==> src/hw/rtl/rwhp_pkg.sv <==
// Shared types and constants for the RIFF/WAVE header parser.
package rwhp_pkg;

  localparam int RWHP_OFFSET_WIDTH = 32;
  localparam int RWHP_QUEUE_DEPTH  = 4;

  // Tags as they appear on the wire, first byte in the low bits
  localparam logic [31:0] TAG_RIFF = 32'h4646_4952;
  localparam logic [31:0] TAG_WAVE = 32'h4556_4157;
  localparam logic [31:0] TAG_FMT  = 32'h2074_6D66;
  localparam logic [31:0] TAG_DATA = 32'h6174_6164;

  localparam logic [31:0] FMT_MIN_LEN = 32'd16;

  localparam logic [15:0] CODE_PCM   = 16'd1;
  localparam logic [15:0] CODE_FLOAT = 16'd3;

  typedef enum logic [1:0] {
    ST_OK     = 2'd0,
    ST_BAD    = 2'd1,
    ST_UNSUPP = 2'd2
  } status_t;

  localparam logic [1:0] FMT_TAG_NONE  = 2'd0;
  localparam logic [1:0] FMT_TAG_PCM   = 2'd1;
  localparam logic [1:0] FMT_TAG_FLOAT = 2'd3;

  // Parser state handed to the result unit on the final byte
  typedef struct packed {
    logic        riff_done;
    logic        hdr_ok;
    logic        have_fmt;
    logic        have_data;
    logic [15:0] code;
    logic [15:0] channels;
    logic [31:0] rate;
    logic [15:0] bits;
    logic [31:0] pos;
    logic [31:0] start;
    logic [31:0] declared;
  } snap_t;

endpackage

==> src/hw/rtl/rwhp_front.sv <==
// Input queue: accepts image bytes and holds them for the parser.
module rwhp_front
  import rwhp_pkg::*;
#(
  parameter int DEPTH = RWHP_QUEUE_DEPTH
) (
  input  logic       clk,
  input  logic       rst_n,
  input  logic       in_valid,
  output logic       in_ready,
  input  logic [7:0] in_data_byte,
  input  logic       in_last_byte,
  output logic       q_valid,
  output logic [7:0] q_byte,
  output logic       q_last,
  input  logic       q_pop
);

  localparam int AW = (DEPTH > 1) ? $clog2(DEPTH) : 1;
  localparam int CW = $clog2(DEPTH + 1);

  logic [8:0]    entry_r [DEPTH];
  logic [AW-1:0] wr_ptr_r, wr_ptr_nxt;
  logic [AW-1:0] rd_ptr_r, rd_ptr_nxt;
  logic [CW-1:0] count_r, count_nxt;
  logic          push, pop;

  assign in_ready = (count_r != CW'(DEPTH));
  assign q_valid  = (count_r != '0);
  assign q_byte   = entry_r[rd_ptr_r][7:0];
  assign q_last   = entry_r[rd_ptr_r][8];
  assign push     = in_valid && in_ready;
  assign pop      = q_pop && q_valid;

  always_comb begin
    wr_ptr_nxt = wr_ptr_r;
    rd_ptr_nxt = rd_ptr_r;
    count_nxt  = count_r;
    if (push) begin
      wr_ptr_nxt = (wr_ptr_r == AW'(DEPTH - 1)) ? '0 : wr_ptr_r + 1'b1;
    end
    if (pop) begin
      rd_ptr_nxt = (rd_ptr_r == AW'(DEPTH - 1)) ? '0 : rd_ptr_r + 1'b1;
    end
    case ({push, pop})
      2'b10:   count_nxt = count_r + 1'b1;
      2'b01:   count_nxt = count_r - 1'b1;
      default: count_nxt = count_r;
    endcase
  end

  always_ff @(posedge clk) begin
    if (!rst_n) begin
      wr_ptr_r <= '0;
      rd_ptr_r <= '0;
      count_r  <= '0;
    end else begin
      wr_ptr_r <= wr_ptr_nxt;
      rd_ptr_r <= rd_ptr_nxt;
      count_r  <= count_nxt;
    end
  end

  always_ff @(posedge clk) begin
    if (push) begin
      entry_r[wr_ptr_r] <= {in_last_byte, in_data_byte};
    end
  end

endmodule

==> src/hw/rtl/rwhp_parse.sv <==
// Chunk walker: checks the RIFF/WAVE tags and tracks fmt and data chunks.
module rwhp_parse
  import rwhp_pkg::*;
#(
  parameter int OFFSET_WIDTH = RWHP_OFFSET_WIDTH
) (
  input  logic       clk,
  input  logic       rst_n,
  input  logic       q_valid,
  input  logic [7:0] q_byte,
  input  logic       q_last,
  output logic       q_pop,
  input  logic       emit_idle,
  output logic       snap_valid,
  output snap_t      snap
);

  typedef enum logic [3:0] {
    PH_RIFF = 4'b0001,
    PH_HDR  = 4'b0010,
    PH_BODY = 4'b0100,
    PH_PAD  = 4'b1000
  } phase_t;

  localparam int OW = OFFSET_WIDTH;

  phase_t        phase_r, phase_nxt;
  logic [OW-1:0] pos_r, pos_nxt;
  logic          hdr_ok_r, hdr_ok_nxt;
  logic [2:0]    hdr_cnt_r, hdr_cnt_nxt;
  logic [31:0]   tag_r, tag_nxt;
  logic [31:0]   len_r, len_nxt;
  logic [31:0]   remain_r, remain_nxt;
  logic          pad_r, pad_nxt;
  logic          fmt_body_r, fmt_body_nxt;
  logic [4:0]    fmt_idx_r, fmt_idx_nxt;
  logic [15:0]   code_scr_r, code_scr_nxt;
  logic [15:0]   ch_scr_r, ch_scr_nxt;
  logic [31:0]   rate_scr_r, rate_scr_nxt;
  logic [15:0]   bits_scr_r, bits_scr_nxt;
  logic [15:0]   code_com_r, code_com_nxt;
  logic [15:0]   ch_com_r, ch_com_nxt;
  logic [31:0]   rate_com_r, rate_com_nxt;
  logic [15:0]   bits_com_r, bits_com_nxt;
  logic          have_fmt_r, have_fmt_nxt;
  logic          have_data_r, have_data_nxt;
  logic [OW-1:0] start_r, start_nxt;
  logic [31:0]   declared_r, declared_nxt;
  logic          take;
  logic [3:0]    idx;

  // Hold a final byte until the result unit is free
  assign take       = q_valid && (!q_last || emit_idle);
  assign q_pop      = take;
  assign snap_valid = take && q_last;
  assign idx        = fmt_idx_r[3:0];

  always_comb begin
    phase_nxt     = phase_r;
    pos_nxt       = pos_r + 1'b1;
    hdr_ok_nxt    = hdr_ok_r;
    hdr_cnt_nxt   = hdr_cnt_r;
    tag_nxt       = tag_r;
    len_nxt       = len_r;
    remain_nxt    = remain_r;
    pad_nxt       = pad_r;
    fmt_body_nxt  = fmt_body_r;
    fmt_idx_nxt   = fmt_idx_r;
    code_scr_nxt  = code_scr_r;
    ch_scr_nxt    = ch_scr_r;
    rate_scr_nxt  = rate_scr_r;
    bits_scr_nxt  = bits_scr_r;
    code_com_nxt  = code_com_r;
    ch_com_nxt    = ch_com_r;
    rate_com_nxt  = rate_com_r;
    bits_com_nxt  = bits_com_r;
    have_fmt_nxt  = have_fmt_r;
    have_data_nxt = have_data_r;
    start_nxt     = start_r;
    declared_nxt  = declared_r;

    unique case (phase_r)
      PH_RIFF: begin
        if (pos_r < OW'(4)) begin
          if (q_byte != TAG_RIFF[{pos_r[1:0], 3'b000} +: 8]) hdr_ok_nxt = 1'b0;
        end else if (pos_r >= OW'(8) && pos_r < OW'(12)) begin
          if (q_byte != TAG_WAVE[{pos_r[1:0], 3'b000} +: 8]) hdr_ok_nxt = 1'b0;
        end
        if (pos_r >= OW'(11)) begin
          phase_nxt   = PH_HDR;
          hdr_cnt_nxt = '0;
        end
      end
      PH_HDR: begin
        if (!hdr_cnt_r[2]) begin
          tag_nxt = {q_byte, tag_r[31:8]};
        end else begin
          len_nxt = {q_byte, len_r[31:8]};
        end
        hdr_cnt_nxt = hdr_cnt_r + 1'b1;
        if (hdr_cnt_r == 3'd7) begin
          fmt_body_nxt = (tag_nxt == TAG_FMT) && (len_nxt >= FMT_MIN_LEN);
          fmt_idx_nxt  = '0;
          if (tag_nxt == TAG_DATA) begin
            start_nxt     = pos_nxt;
            declared_nxt  = len_nxt;
            have_data_nxt = 1'b1;
          end
          remain_nxt = len_nxt;
          pad_nxt    = len_nxt[0];
          phase_nxt  = (len_nxt == '0) ? PH_HDR : PH_BODY;
        end
      end
      PH_BODY: begin
        if (fmt_body_r && !fmt_idx_r[4]) begin
          unique case (idx) inside
            4'd0, 4'd1:             code_scr_nxt[{idx[0], 3'b000} +: 8] = q_byte;
            4'd2, 4'd3:             ch_scr_nxt[{idx[0], 3'b000} +: 8] = q_byte;
            4'd4, 4'd5, 4'd6, 4'd7: rate_scr_nxt[{idx[1:0], 3'b000} +: 8] = q_byte;
            4'd14, 4'd15:           bits_scr_nxt[{idx[0], 3'b000} +: 8] = q_byte;
            default:                code_scr_nxt = code_scr_r;
          endcase
          // Commit once the sixteenth body byte is in
          if (idx == 4'd15) begin
            code_com_nxt = code_scr_nxt;
            ch_com_nxt   = ch_scr_nxt;
            rate_com_nxt = rate_scr_nxt;
            bits_com_nxt = bits_scr_nxt;
            have_fmt_nxt = 1'b1;
          end
          fmt_idx_nxt = fmt_idx_r + 1'b1;
        end
        remain_nxt = remain_r - 1'b1;
        if (remain_r == 32'd1) begin
          phase_nxt = pad_r ? PH_PAD : PH_HDR;
        end
      end
      PH_PAD: begin
        pad_nxt   = 1'b0;
        phase_nxt = PH_HDR;
      end
      default: phase_nxt = PH_RIFF;
    endcase
  end

  always_comb begin
    snap.riff_done = (phase_nxt != PH_RIFF);
    snap.hdr_ok    = hdr_ok_nxt;
    snap.have_fmt  = have_fmt_nxt;
    snap.have_data = have_data_nxt;
    snap.code      = code_com_nxt;
    snap.channels  = ch_com_nxt;
    snap.rate      = rate_com_nxt;
    snap.bits      = bits_com_nxt;
    snap.pos       = 32'(pos_nxt);
    snap.start     = 32'(start_nxt);
    snap.declared  = declared_nxt;
  end

  // The final byte returns everything to the reset state
  always_ff @(posedge clk) begin
    if (!rst_n || snap_valid) begin
      phase_r     <= PH_RIFF;
      pos_r       <= '0;
      hdr_ok_r    <= 1'b1;
      hdr_cnt_r   <= '0;
      tag_r       <= '0;
      len_r       <= '0;
      remain_r    <= '0;
      pad_r       <= 1'b0;
      fmt_body_r  <= 1'b0;
      fmt_idx_r   <= '0;
      code_scr_r  <= '0;
      ch_scr_r    <= '0;
      rate_scr_r  <= '0;
      bits_scr_r  <= '0;
      code_com_r  <= '0;
      ch_com_r    <= '0;
      rate_com_r  <= '0;
      bits_com_r  <= '0;
      have_fmt_r  <= 1'b0;
      have_data_r <= 1'b0;
      start_r     <= '0;
      declared_r  <= '0;
    end else if (take) begin
      phase_r     <= phase_nxt;
      pos_r       <= pos_nxt;
      hdr_ok_r    <= hdr_ok_nxt;
      hdr_cnt_r   <= hdr_cnt_nxt;
      tag_r       <= tag_nxt;
      len_r       <= len_nxt;
      remain_r    <= remain_nxt;
      pad_r       <= pad_nxt;
      fmt_body_r  <= fmt_body_nxt;
      fmt_idx_r   <= fmt_idx_nxt;
      code_scr_r  <= code_scr_nxt;
      ch_scr_r    <= ch_scr_nxt;
      rate_scr_r  <= rate_scr_nxt;
      bits_scr_r  <= bits_scr_nxt;
      code_com_r  <= code_com_nxt;
      ch_com_r    <= ch_com_nxt;
      rate_com_r  <= rate_com_nxt;
      bits_com_r  <= bits_com_nxt;
      have_fmt_r  <= have_fmt_nxt;
      have_data_r <= have_data_nxt;
      start_r     <= start_nxt;
      declared_r  <= declared_nxt;
    end
  end

endmodule

==> src/hw/rtl/rwhp_emit.sv <==
// Result unit: validates the captured format and builds the output transfer.
module rwhp_emit
  import rwhp_pkg::*;
#(
  parameter int OFFSET_WIDTH = RWHP_OFFSET_WIDTH
) (
  input  logic        clk,
  input  logic        rst_n,
  input  logic        snap_valid,
  input  snap_t       snap,
  output logic        emit_idle,
  output logic        out_valid,
  input  logic        out_ready,
  output logic [1:0]  out_status,
  output logic [1:0]  out_format_tag,
  output logic [15:0] out_channels,
  output logic [31:0] out_sample_rate,
  output logic [15:0] out_bits_per_sample,
  output logic [15:0] out_block_align,
  output logic [31:0] out_byte_rate,
  output logic [31:0] out_data_offset,
  output logic [31:0] out_data_length
);

  typedef enum logic [3:0] {
    E_IDLE = 4'b0001,
    E_CALC = 4'b0010,
    E_RATE = 4'b0100,
    E_OUT  = 4'b1000
  } estate_t;

  localparam int OW = OFFSET_WIDTH;

  estate_t       state_r, state_nxt;
  snap_t         snap_r;
  logic          bad_r;
  logic [1:0]    tag_r;
  logic [15:0]   align_r;
  logic [31:0]   len_r;
  logic          bad_c;
  logic [1:0]    tag_c;
  logic [15:0]   align_c;
  logic [OW-1:0] avail_ow;
  logic [31:0]   avail;
  logic [31:0]   len_c;
  logic [31:0]   byte_rate_c;
  status_t       status_c;

  logic [1:0]    status_r;
  logic [1:0]    fmt_tag_r;
  logic [15:0]   ch_r;
  logic [31:0]   rate_r;
  logic [15:0]   bits_r;
  logic [15:0]   out_align_r;
  logic [31:0]   byte_rate_r;
  logic [31:0]   offset_r;
  logic [31:0]   length_r;

  assign emit_idle = (state_r == E_IDLE);
  assign out_valid = (state_r == E_OUT);

  always_comb begin
    bad_c = !snap_r.riff_done || !snap_r.hdr_ok || !snap_r.have_fmt ||
            !snap_r.have_data || (snap_r.channels == '0) || (snap_r.rate == '0);
    tag_c = FMT_TAG_NONE;
    if (snap_r.code == CODE_PCM &&
        (snap_r.bits == 16'd8 || snap_r.bits == 16'd16 ||
         snap_r.bits == 16'd24 || snap_r.bits == 16'd32)) begin
      tag_c = FMT_TAG_PCM;
    end else if (snap_r.code == CODE_FLOAT && snap_r.bits == 16'd32) begin
      tag_c = FMT_TAG_FLOAT;
    end
    align_c  = 16'(snap_r.channels * (snap_r.bits >> 3));
    avail_ow = snap_r.pos[OW-1:0] - snap_r.start[OW-1:0];
    avail    = 32'(avail_ow);
    len_c    = (snap_r.declared > avail) ? avail : snap_r.declared;
  end

  always_comb begin
    byte_rate_c = 32'(snap_r.rate * align_r);
    if (bad_r) begin
      status_c = ST_BAD;
    end else if (tag_r == FMT_TAG_NONE) begin
      status_c = ST_UNSUPP;
    end else if (align_r == '0) begin
      status_c = ST_BAD;
    end else begin
      status_c = ST_OK;
    end
  end

  always_comb begin
    state_nxt = state_r;
    unique case (state_r)
      E_IDLE:  if (snap_valid) state_nxt = E_CALC;
      E_CALC:  state_nxt = E_RATE;
      E_RATE:  state_nxt = E_OUT;
      E_OUT:   if (out_ready) state_nxt = E_IDLE;
      default: state_nxt = E_IDLE;
    endcase
  end

  always_ff @(posedge clk) begin
    if (!rst_n) begin
      state_r <= E_IDLE;
    end else begin
      state_r <= state_nxt;
    end
  end

  always_ff @(posedge clk) begin
    if (state_r == E_IDLE && snap_valid) begin
      snap_r <= snap;
    end
    if (state_r == E_CALC) begin
      bad_r   <= bad_c;
      tag_r   <= tag_c;
      align_r <= align_c;
      len_r   <= len_c;
    end
    // Zero every field but status when the image is rejected
    if (state_r == E_RATE) begin
      status_r <= status_c;
      if (status_c == ST_OK) begin
        fmt_tag_r   <= tag_r;
        ch_r        <= snap_r.channels;
        rate_r      <= snap_r.rate;
        bits_r      <= snap_r.bits;
        out_align_r <= align_r;
        byte_rate_r <= byte_rate_c;
        offset_r    <= snap_r.start;
        length_r    <= len_r;
      end else begin
        fmt_tag_r   <= FMT_TAG_NONE;
        ch_r        <= '0;
        rate_r      <= '0;
        bits_r      <= '0;
        out_align_r <= '0;
        byte_rate_r <= '0;
        offset_r    <= '0;
        length_r    <= '0;
      end
    end
  end

  assign out_status          = status_r;
  assign out_format_tag      = fmt_tag_r;
  assign out_channels        = ch_r;
  assign out_sample_rate     = rate_r;
  assign out_bits_per_sample = bits_r;
  assign out_block_align     = out_align_r;
  assign out_byte_rate       = byte_rate_r;
  assign out_data_offset     = offset_r;
  assign out_data_length     = length_r;

endmodule

==> src/hw/rtl/riff_wav_header_parser_unit.sv <==
// RIFF/WAVE header parser: streams image bytes in, reports the format after the last byte.
//
// Input channel: one image byte per transfer (in_data_byte), in file order, with
// in_last_byte set on the final byte. A four-entry queue takes bytes at one per
// cycle while not full; the chunk walker drains it at one byte per cycle except
// when it holds a final byte (below), so a steady stream runs at one byte per cycle.
// Result channel: one transfer per image, issued after the final byte. Once the final
// byte leaves the queue, its snapshot is registered, then the status checks, block
// align multiply and length clamp are registered, then the byte rate multiply; the
// output register then holds the result on out_* until out_ready.
// While a result waits, the queue still fills; the walker holds a second final
// byte until the pending result is taken, and ordinary bytes keep flowing.
// Rejected images report status only, with every other field zero.
// Reset (rst_n low, synchronous) empties the queue, drops any pending result and
// returns the walker to expect the RIFF tag at position zero. After each final
// byte the walker also returns to that state on its own.
// Byte positions count modulo 2^OFFSET_WIDTH.
module riff_wav_header_parser_unit
  import rwhp_pkg::*;
#(
  parameter int OFFSET_WIDTH = RWHP_OFFSET_WIDTH
) (
  input  logic        clk,
  input  logic        rst_n,
  input  logic        in_valid,
  output logic        in_ready,
  input  logic [7:0]  in_data_byte,
  input  logic        in_last_byte,
  output logic        out_valid,
  input  logic        out_ready,
  output logic [1:0]  out_status,
  output logic [1:0]  out_format_tag,
  output logic [15:0] out_channels,
  output logic [31:0] out_sample_rate,
  output logic [15:0] out_bits_per_sample,
  output logic [15:0] out_block_align,
  output logic [31:0] out_byte_rate,
  output logic [31:0] out_data_offset,
  output logic [31:0] out_data_length
);

  logic       q_valid;
  logic [7:0] q_byte;
  logic       q_last;
  logic       q_pop;
  logic       emit_idle;
  logic       snap_valid;
  snap_t      snap;

  rwhp_front #(
    .DEPTH(RWHP_QUEUE_DEPTH)
  ) u_front (
    .clk          (clk),
    .rst_n        (rst_n),
    .in_valid     (in_valid),
    .in_ready     (in_ready),
    .in_data_byte (in_data_byte),
    .in_last_byte (in_last_byte),
    .q_valid      (q_valid),
    .q_byte       (q_byte),
    .q_last       (q_last),
    .q_pop        (q_pop)
  );

  rwhp_parse #(
    .OFFSET_WIDTH(OFFSET_WIDTH)
  ) u_parse (
    .clk        (clk),
    .rst_n      (rst_n),
    .q_valid    (q_valid),
    .q_byte     (q_byte),
    .q_last     (q_last),
    .q_pop      (q_pop),
    .emit_idle  (emit_idle),
    .snap_valid (snap_valid),
    .snap       (snap)
  );

  rwhp_emit #(
    .OFFSET_WIDTH(OFFSET_WIDTH)
  ) u_emit (
    .clk                 (clk),
    .rst_n               (rst_n),
    .snap_valid          (snap_valid),
    .snap                (snap),
    .emit_idle           (emit_idle),
    .out_valid           (out_valid),
    .out_ready           (out_ready),
    .out_status          (out_status),
    .out_format_tag      (out_format_tag),
    .out_channels        (out_channels),
    .out_sample_rate     (out_sample_rate),
    .out_bits_per_sample (out_bits_per_sample),
    .out_block_align     (out_block_align),
    .out_byte_rate       (out_byte_rate),
    .out_data_offset     (out_data_offset),
    .out_data_length     (out_data_length)
  );

endmodule

==> config.mk <==
export PLATFORM = sky130hd
export DESIGN_NAME = riff_wav_header_parser_unit
export DESIGN_NICKNAME = d
export VERILOG_FILES = /design/src/hw/rtl/rwhp_pkg.sv /design/src/hw/rtl/rwhp_front.sv /design/src/hw/rtl/rwhp_parse.sv /design/src/hw/rtl/rwhp_emit.sv /design/src/hw/rtl/riff_wav_header_parser_unit.sv
export SDC_FILE = /design/constraint.sdc
export NUM_CORES = 2
export LEC_CHECK = 0
export BUFFER_PORTS_ARGS = -buffer_cell sky130_fd_sc_hd__buf_4
export CORE_ASPECT_RATIO = 1.25
export CORE_UTILIZATION = 40
export DETAILED_ROUTE_END_ITERATION = 8
export PLACE_DENSITY = 0.67
export SYNTH_ARGS = -nofsm -noshare
export SYNTH_HDL_FRONTEND = slang
export SYNTH_SLANG_ARGS = --single-unit
==> constraint.sdc <==
create_clock -name clk -period 49.5 [get_ports clk]
set_input_delay 0 -clock clk [delete_from_list [all_inputs] [get_ports clk]]
set_output_delay 0 -clock clk [all_outputs]
set_load 0.02 [all_outputs]
[Word level (Yosys, flattened, before mapping)]
Memories as Yosys holds them, arrays and structs flattened. A register that Yosys moved wholly into a read port is not among the register bits.
Cells that the tools add are included.
Word-level totals
  bits in writable memories: 36
  memories: 1
  input port bits: 13
  output and inout bits: 182
  logic and storage cells: 238
  bits in registers: 791
Memories
  u_front.entry_r: depth 4, width 9, read ports 1, clocked after Yosys merged registers in 1, wr ports 1, RTL line rwhp_front.sv:22  | logic [8:0] entry_r [DEPTH];
Operators by class
  mux-type cells: 71
  magnitude comparators: 6
  equality and inequality tests: 40
  $mul: 2
  add/sub/neg operators: 11
  shifts and indexed selects: 6
  reduce and logical (&&, ||, !) cells: 51
Operators by type and width (count)
  two-way mux 32 bit: 16
  two-way mux 16 bit: 12
  greater-or-equal comparator 32 x 4 -> 1 bit, second input constant: 2
  logical NOT 32 bit: 2
  case mux 32 bit (2 select lines): 1
  indexed part select 32 x 6 -> 8 bit, first input constant: 2
  bitwise mux 16 bit: 3
  adder 32 x 1 -> 32 bit, second input constant: 1
  bitwise mux 32 bit: 1
  == test 16 x 5 -> 1 bit, second input constant: 2
  == test 32 x 1 -> 1 bit, second input constant: 1
  == test 32 x 30 -> 1 bit, second input constant: 1
  == test 32 x 31 -> 1 bit, second input constant: 1
  greater-or-equal comparator 32 x 5 -> 1 bit, second input constant: 1
  greater-than comparator 32 bit: 1
  logical NOT 16 bit: 2
  < comparator 32 x 3 -> 1 bit, second input constant: 1
  < comparator 32 x 4 -> 1 bit, second input constant: 1
  multiplier 32 x 16 -> 32 bit: 1
  case mux 4 bit (4 select lines): 2
  variable shift 8 x 7 -> 32 bit, first input constant: 1
  indexed part select 8 x 7 -> 32 bit: 1
  subtractor 32 x 1 -> 32 bit, second input constant: 1
  subtractor 32 bit: 1
  other kinds (44): 129

[Longest topological paths before layout]
  depth after elaboration: 7
  mapped depth: 24
  depth with buffers taken out: 22

[Hierarchy]
A second synthesis with hierarchy kept.
Second synthesis, totals
  cells, all modules: 5351
  area total of the unflattened synthesis: 52148.8 um2
By module, submodules not included
  rwhp_emit: cells each 2844, times used 1, seq. area each 12421.9 um2, area each 31750.5 um2
  rwhp_parse: cells each 2404, times used 1, seq. area each 7387.1 um2, area each 18601.6 um2
  rwhp_front: cells each 103, times used 1, seq. area each 1261.2 um2, area each 1796.7 um2

[Worst setup path before layout]
Ideal clock, no wire load.
  kind: register to register
  start: register u_emit.state_r[0]
  end: register u_emit.state_r[0]
  data arrival time: 20.381 ns
  setup time: 0.130 ns
  stages on the path, launching flop included: 4
  buffers on the path: 0
  period minus slack after synthesis: 20.511 ns
  slack: 28.989 ns
  cells stage by stage: dfxtp_1 > nor4b_1 > nor2_1 > a31o_2
Between the ends
  cells in the longest elaborated chain, start to end: 6
Ends and longest elaborated chain
  from (decl): RTL line rwhp_emit.sv:34  | estate_t state_r, state_nxt;
  from (signal assigned): RTL line rwhp_emit.sv:107  | state_r <= state_nxt;
  == test 4 x 1 -> 1 bit: RTL line rwhp_emit.sv:59, rwhp_emit.sv:94
  logical OR 1 bit: RTL line rwhp_parse.sv:53  | assign take = q_valid && (!q_last || emit_idle);
  logical AND 1 bit: RTL line rwhp_parse.sv:53
  logical AND 1 bit: RTL line rwhp_parse.sv:55  | assign snap_valid = take && q_last;
  != test 2 x 1 -> 1 bit (no line)
  AND reduction 2 bit (no line)
Several ways; a longest one is shown, not always the timed one.
A chain may end at the register's enable or synchronous reset.

[Final worst setup path]
  start: register u_emit.align_r[6]
  end: register u_emit.byte_rate_r[29], in the netlist u_emit.out_byte_rate[29], data pin
Between the ends
  cells in the longest elaborated chain, start to end: 5
Ends and longest elaborated chain
  from (decl): RTL line rwhp_emit.sv:38  | logic [15:0] align_r;
  from (signal assigned): RTL line rwhp_emit.sv:118  | align_r <= align_c;
  branches (longest 5 deep; another with multiplier 32 x 16 -> 32 bit)
  to (signal assigned): RTL line rwhp_emit.sv:130  | byte_rate_r <= byte_rate_c;
  to (decl): RTL line rwhp_emit.sv:55  | logic [31:0] byte_rate_r;
Several ways; the timed one is not identified.

==> metrics.txt <==
outcome=finished, final reports clean; routed vias/inst=5.24; yosys synthesis warning count=0; Worst Tran Pin Value=1230 ps; synthesized flop and latch total=between 800 and 900; Reg-to-Reg End=u_emit.out_byte_rate[29]; P&R area growth vs syn=11.0%; GP Congestion=between 0.8 and 0.9; Main synth FF type=edfxtp_1; final number of max-transition violations=0; antenna diode instance count=0; CP arrival=roughly 7400 ps; DRT antenna net count=0; Worst Path Max Fanout=28; Starting Density=about two fifths; R2R cell count=20; Max Clk Rate=around 140 MHz; WP data required=about 50000 ps; reg2reg setup slack=between 40000 and 50000 ps; io pins=195; GRT Overall Usage=20.0%; post-synthesis net count=5795; Buffers on Ports=approximately 190; initial DRC count=between 2000 and 3000; post-layout min period=approximately 7000 ps; reg2reg start=u_emit.align_r[6]; clk_skew=between 40 and 50 ps; Synth Instances=~5200; post-CTS sizing=0; post-layout util=44.8%; Clk pin slew, worst setup/hold paths=approximately 60 ps; CTS root buf=clkbuf_16; DRC=0; Hold Startpoint=in_data_byte[7]; Wirelength per Cell=18.4 um; global-route wire length before repair=204000 um; crit path cell chain=and2_1 > fa_1 > inv_1 > fa_1 > fa_1 > inv_1 > fa_1 > fa_1 > inv_1 > fa_1 > inv_1 > ha_1 > o21a_1 > o2111ai_1 > o21bai_1 > o211ai_1 > a211oi_1 > o21ai_0 > xnor2_1 > nor2_1; critical path's top delay family=adder cells; Relative slew margins=~18%; post-synthesis cell type count=74; synthesized cell area=slightly above 50000 um^2; type of origin of the critical path=register; largest net degree at the start of global routing=200; Crit Path Class=register to register; H-tree Lvls=3; Die ar.=129000 um^2; Yosys top cell area share=26.2%; DR pass1 iterations=5; die width=about 320 um; row count=about 150; RSZ-0062 raised after global routing=no; latest clock arrival within the worst-skew pair=700 ps; Largest stage delay, worst path=about 1200 ps; Tcrit/Tclk final=~14%; Setup-failing EPs final=0; cell mode on critical path=fa_1; average size of a mapped cell=between 9 and 10 um^2; Worst Setup SP=u_emit.align_r[6]; fin nets=about 5800; worst hold path class=primary input to register; Synth area leader=edfxtp_1; CTS sink cnt=~830; top cells by area, synth=edfxtp_1 (26%), fa_1 (15%), dfxtp_1 (15%); CP Depth=20; Core Region=between 100000 and 150000 um^2; endpoints failing hold=0; crit path to=u_emit.out_byte_rate[29]; grt total ovfl=0; fraction of layout instances using a drive strength above 1=~8.5%; EDFF count, synth=around 450; most frequent cell after synthesis=nand2_1; CTS Buf Count=85; crit path capture type=register; number of global-route vias before repair=approximately 37000; Post-CTS Setup Repair Bufs=0; Post-synth top cells=nand2_1 (741), inv_1 (551), nor2_1 (453); Buf/Inv on CP=4; Die Ht=roughly 400 um; TNS Setup=0 ps; sequential area share after synthesis=approximately two fifths; hpwl dp=around 90000 um; Max Root-Sink Buffers=3; design area=approximately 57000 um^2; initial antenna violation count=1; FFs w/ async S/R, synth=0%; area post-placement=about 54000 um^2; slowest library cell on the worst path=edfxtp_1; Vias=approximately 37000; final wirelength=129000 um; CTS tree=built; max_cap viols=0
## placed cells by master, fill, tap and decap left out, drive strengths merged, types with 39 or more instances in the layout
cell / instances
nand3: 71
xnor2: 113
a211oi: 117
mux2i: 165
a22oi: 46
nor3: 65
clkbuf: 113
edfxtp: 447
and2: 314
fa: 387
nand2: 741
o21ai: 120
xor2: 69
a21oi: 308
nor2: 453
dfxtp: 382
inv: 558
ha: 188
buf: 233
nor4: 39
## worst register-to-register path: cells and delay by family, from the launching register on
kind | cells | cell delay [ps]
buf+inv | 4 | 230
simple gates | 2 | 350
flops | 1 | 1160
xor+xnor | 1 | 170
fa+ha+maj | 7 | 3220
compound gates | 6 | 1610
## registers in the layout, indices dropped and copies added, names as in the netlist, 32 cells and up, named ones only
signal / count
u_emit.out_sample_rate: 32
u_parse.start_r: 32
u_parse.remain_r: 32
u_emit.snap_r: 180
u_emit.out_data_offset: 32
u_parse.rate_com_r: 32
u_emit.out_byte_rate: 32
u_parse.declared_r: 32
u_parse.rate_scr_r: 32
u_parse.len_r: 32
u_parse.tag_r: 32
u_front.entry_r: 36
u_emit.len_r: 32
u_parse.pos_r: 32
u_emit.out_data_length: 32
## how the worst min path moves through the flow
stage / to / cells past startpoint / slack (ps)
floorplan: u_front.entry_r[0][0] / 0 / 100
global placement: u_front.entry_r[2][4] / 1 / 200
detailed placement: u_front.entry_r[2][2] / 1 / 210
CTS: u_front.entry_r[1][7] / 2 / 7
global route: u_front.entry_r[1][0] / 2 / 40
finish: u_front.entry_r[1][7] / 2 / 50
## routing by layer
layer  share of wire (%)  routed length [um]  vias to the layer above  track usage, %
met5                   0                   0                        -               0
met4                 2.8                3550                        0            6.54
met3                 5.5                7120                      212            2.74
met2                  50               63900                     1034            34.3
met1                  42               54000                    18199            25.7
li1                    -                   -                    17224               -
## area by class of cell
class                   instances  area (um^2)
multi-input cells            3513        26900
repair buffers                246         1890
well taps                    1702         2130
clock buffers                 113         2350
clock inverters                47          417
fillers                     11857        70000
inverters                     552         2080
flip-flops and latches        829        21100
## per-stage QoR
step	setup WS, ps	hold WS (ps)	std cells
2_1_floorplan	28990	98.9	5207
3_5_place_dp	42590	205	6829
3_3_place_gp	42700	200	6829
5_1_grt	42210	44.8	7002
6_report	42510	46.6	7002
4_1_cts	42620	6.84	7002
## logic make-up (layout without fill, tap and decap cells)
group | Yosys count | in the layout | share of synthesized area, %
AND/OR/NAND/NOR | 1832 | 1832 | 16.4
buffers and inverters | 865 | 958 | 6.53
flip-flops | 829 | 829 | 41.2
AO/OA/AOI/OAI | 721 | 721 | 8.74
adder cells (fa/ha/maj) | 575 | 575 | 19.7
multiplexers | 203 | 203 | 4.26
XOR/XNOR | 182 | 182 | 3.12
## timing repair
action / CTS / global route
hold buffers: 13 / 0
endpoints found under the setup margin: 0 / 0
hold endpoints to repair: 95 / 0
Power is left out: the tool's default activity adds up to more than one toggle a clock period on the data nets, which glitch-free logic cannot reach.
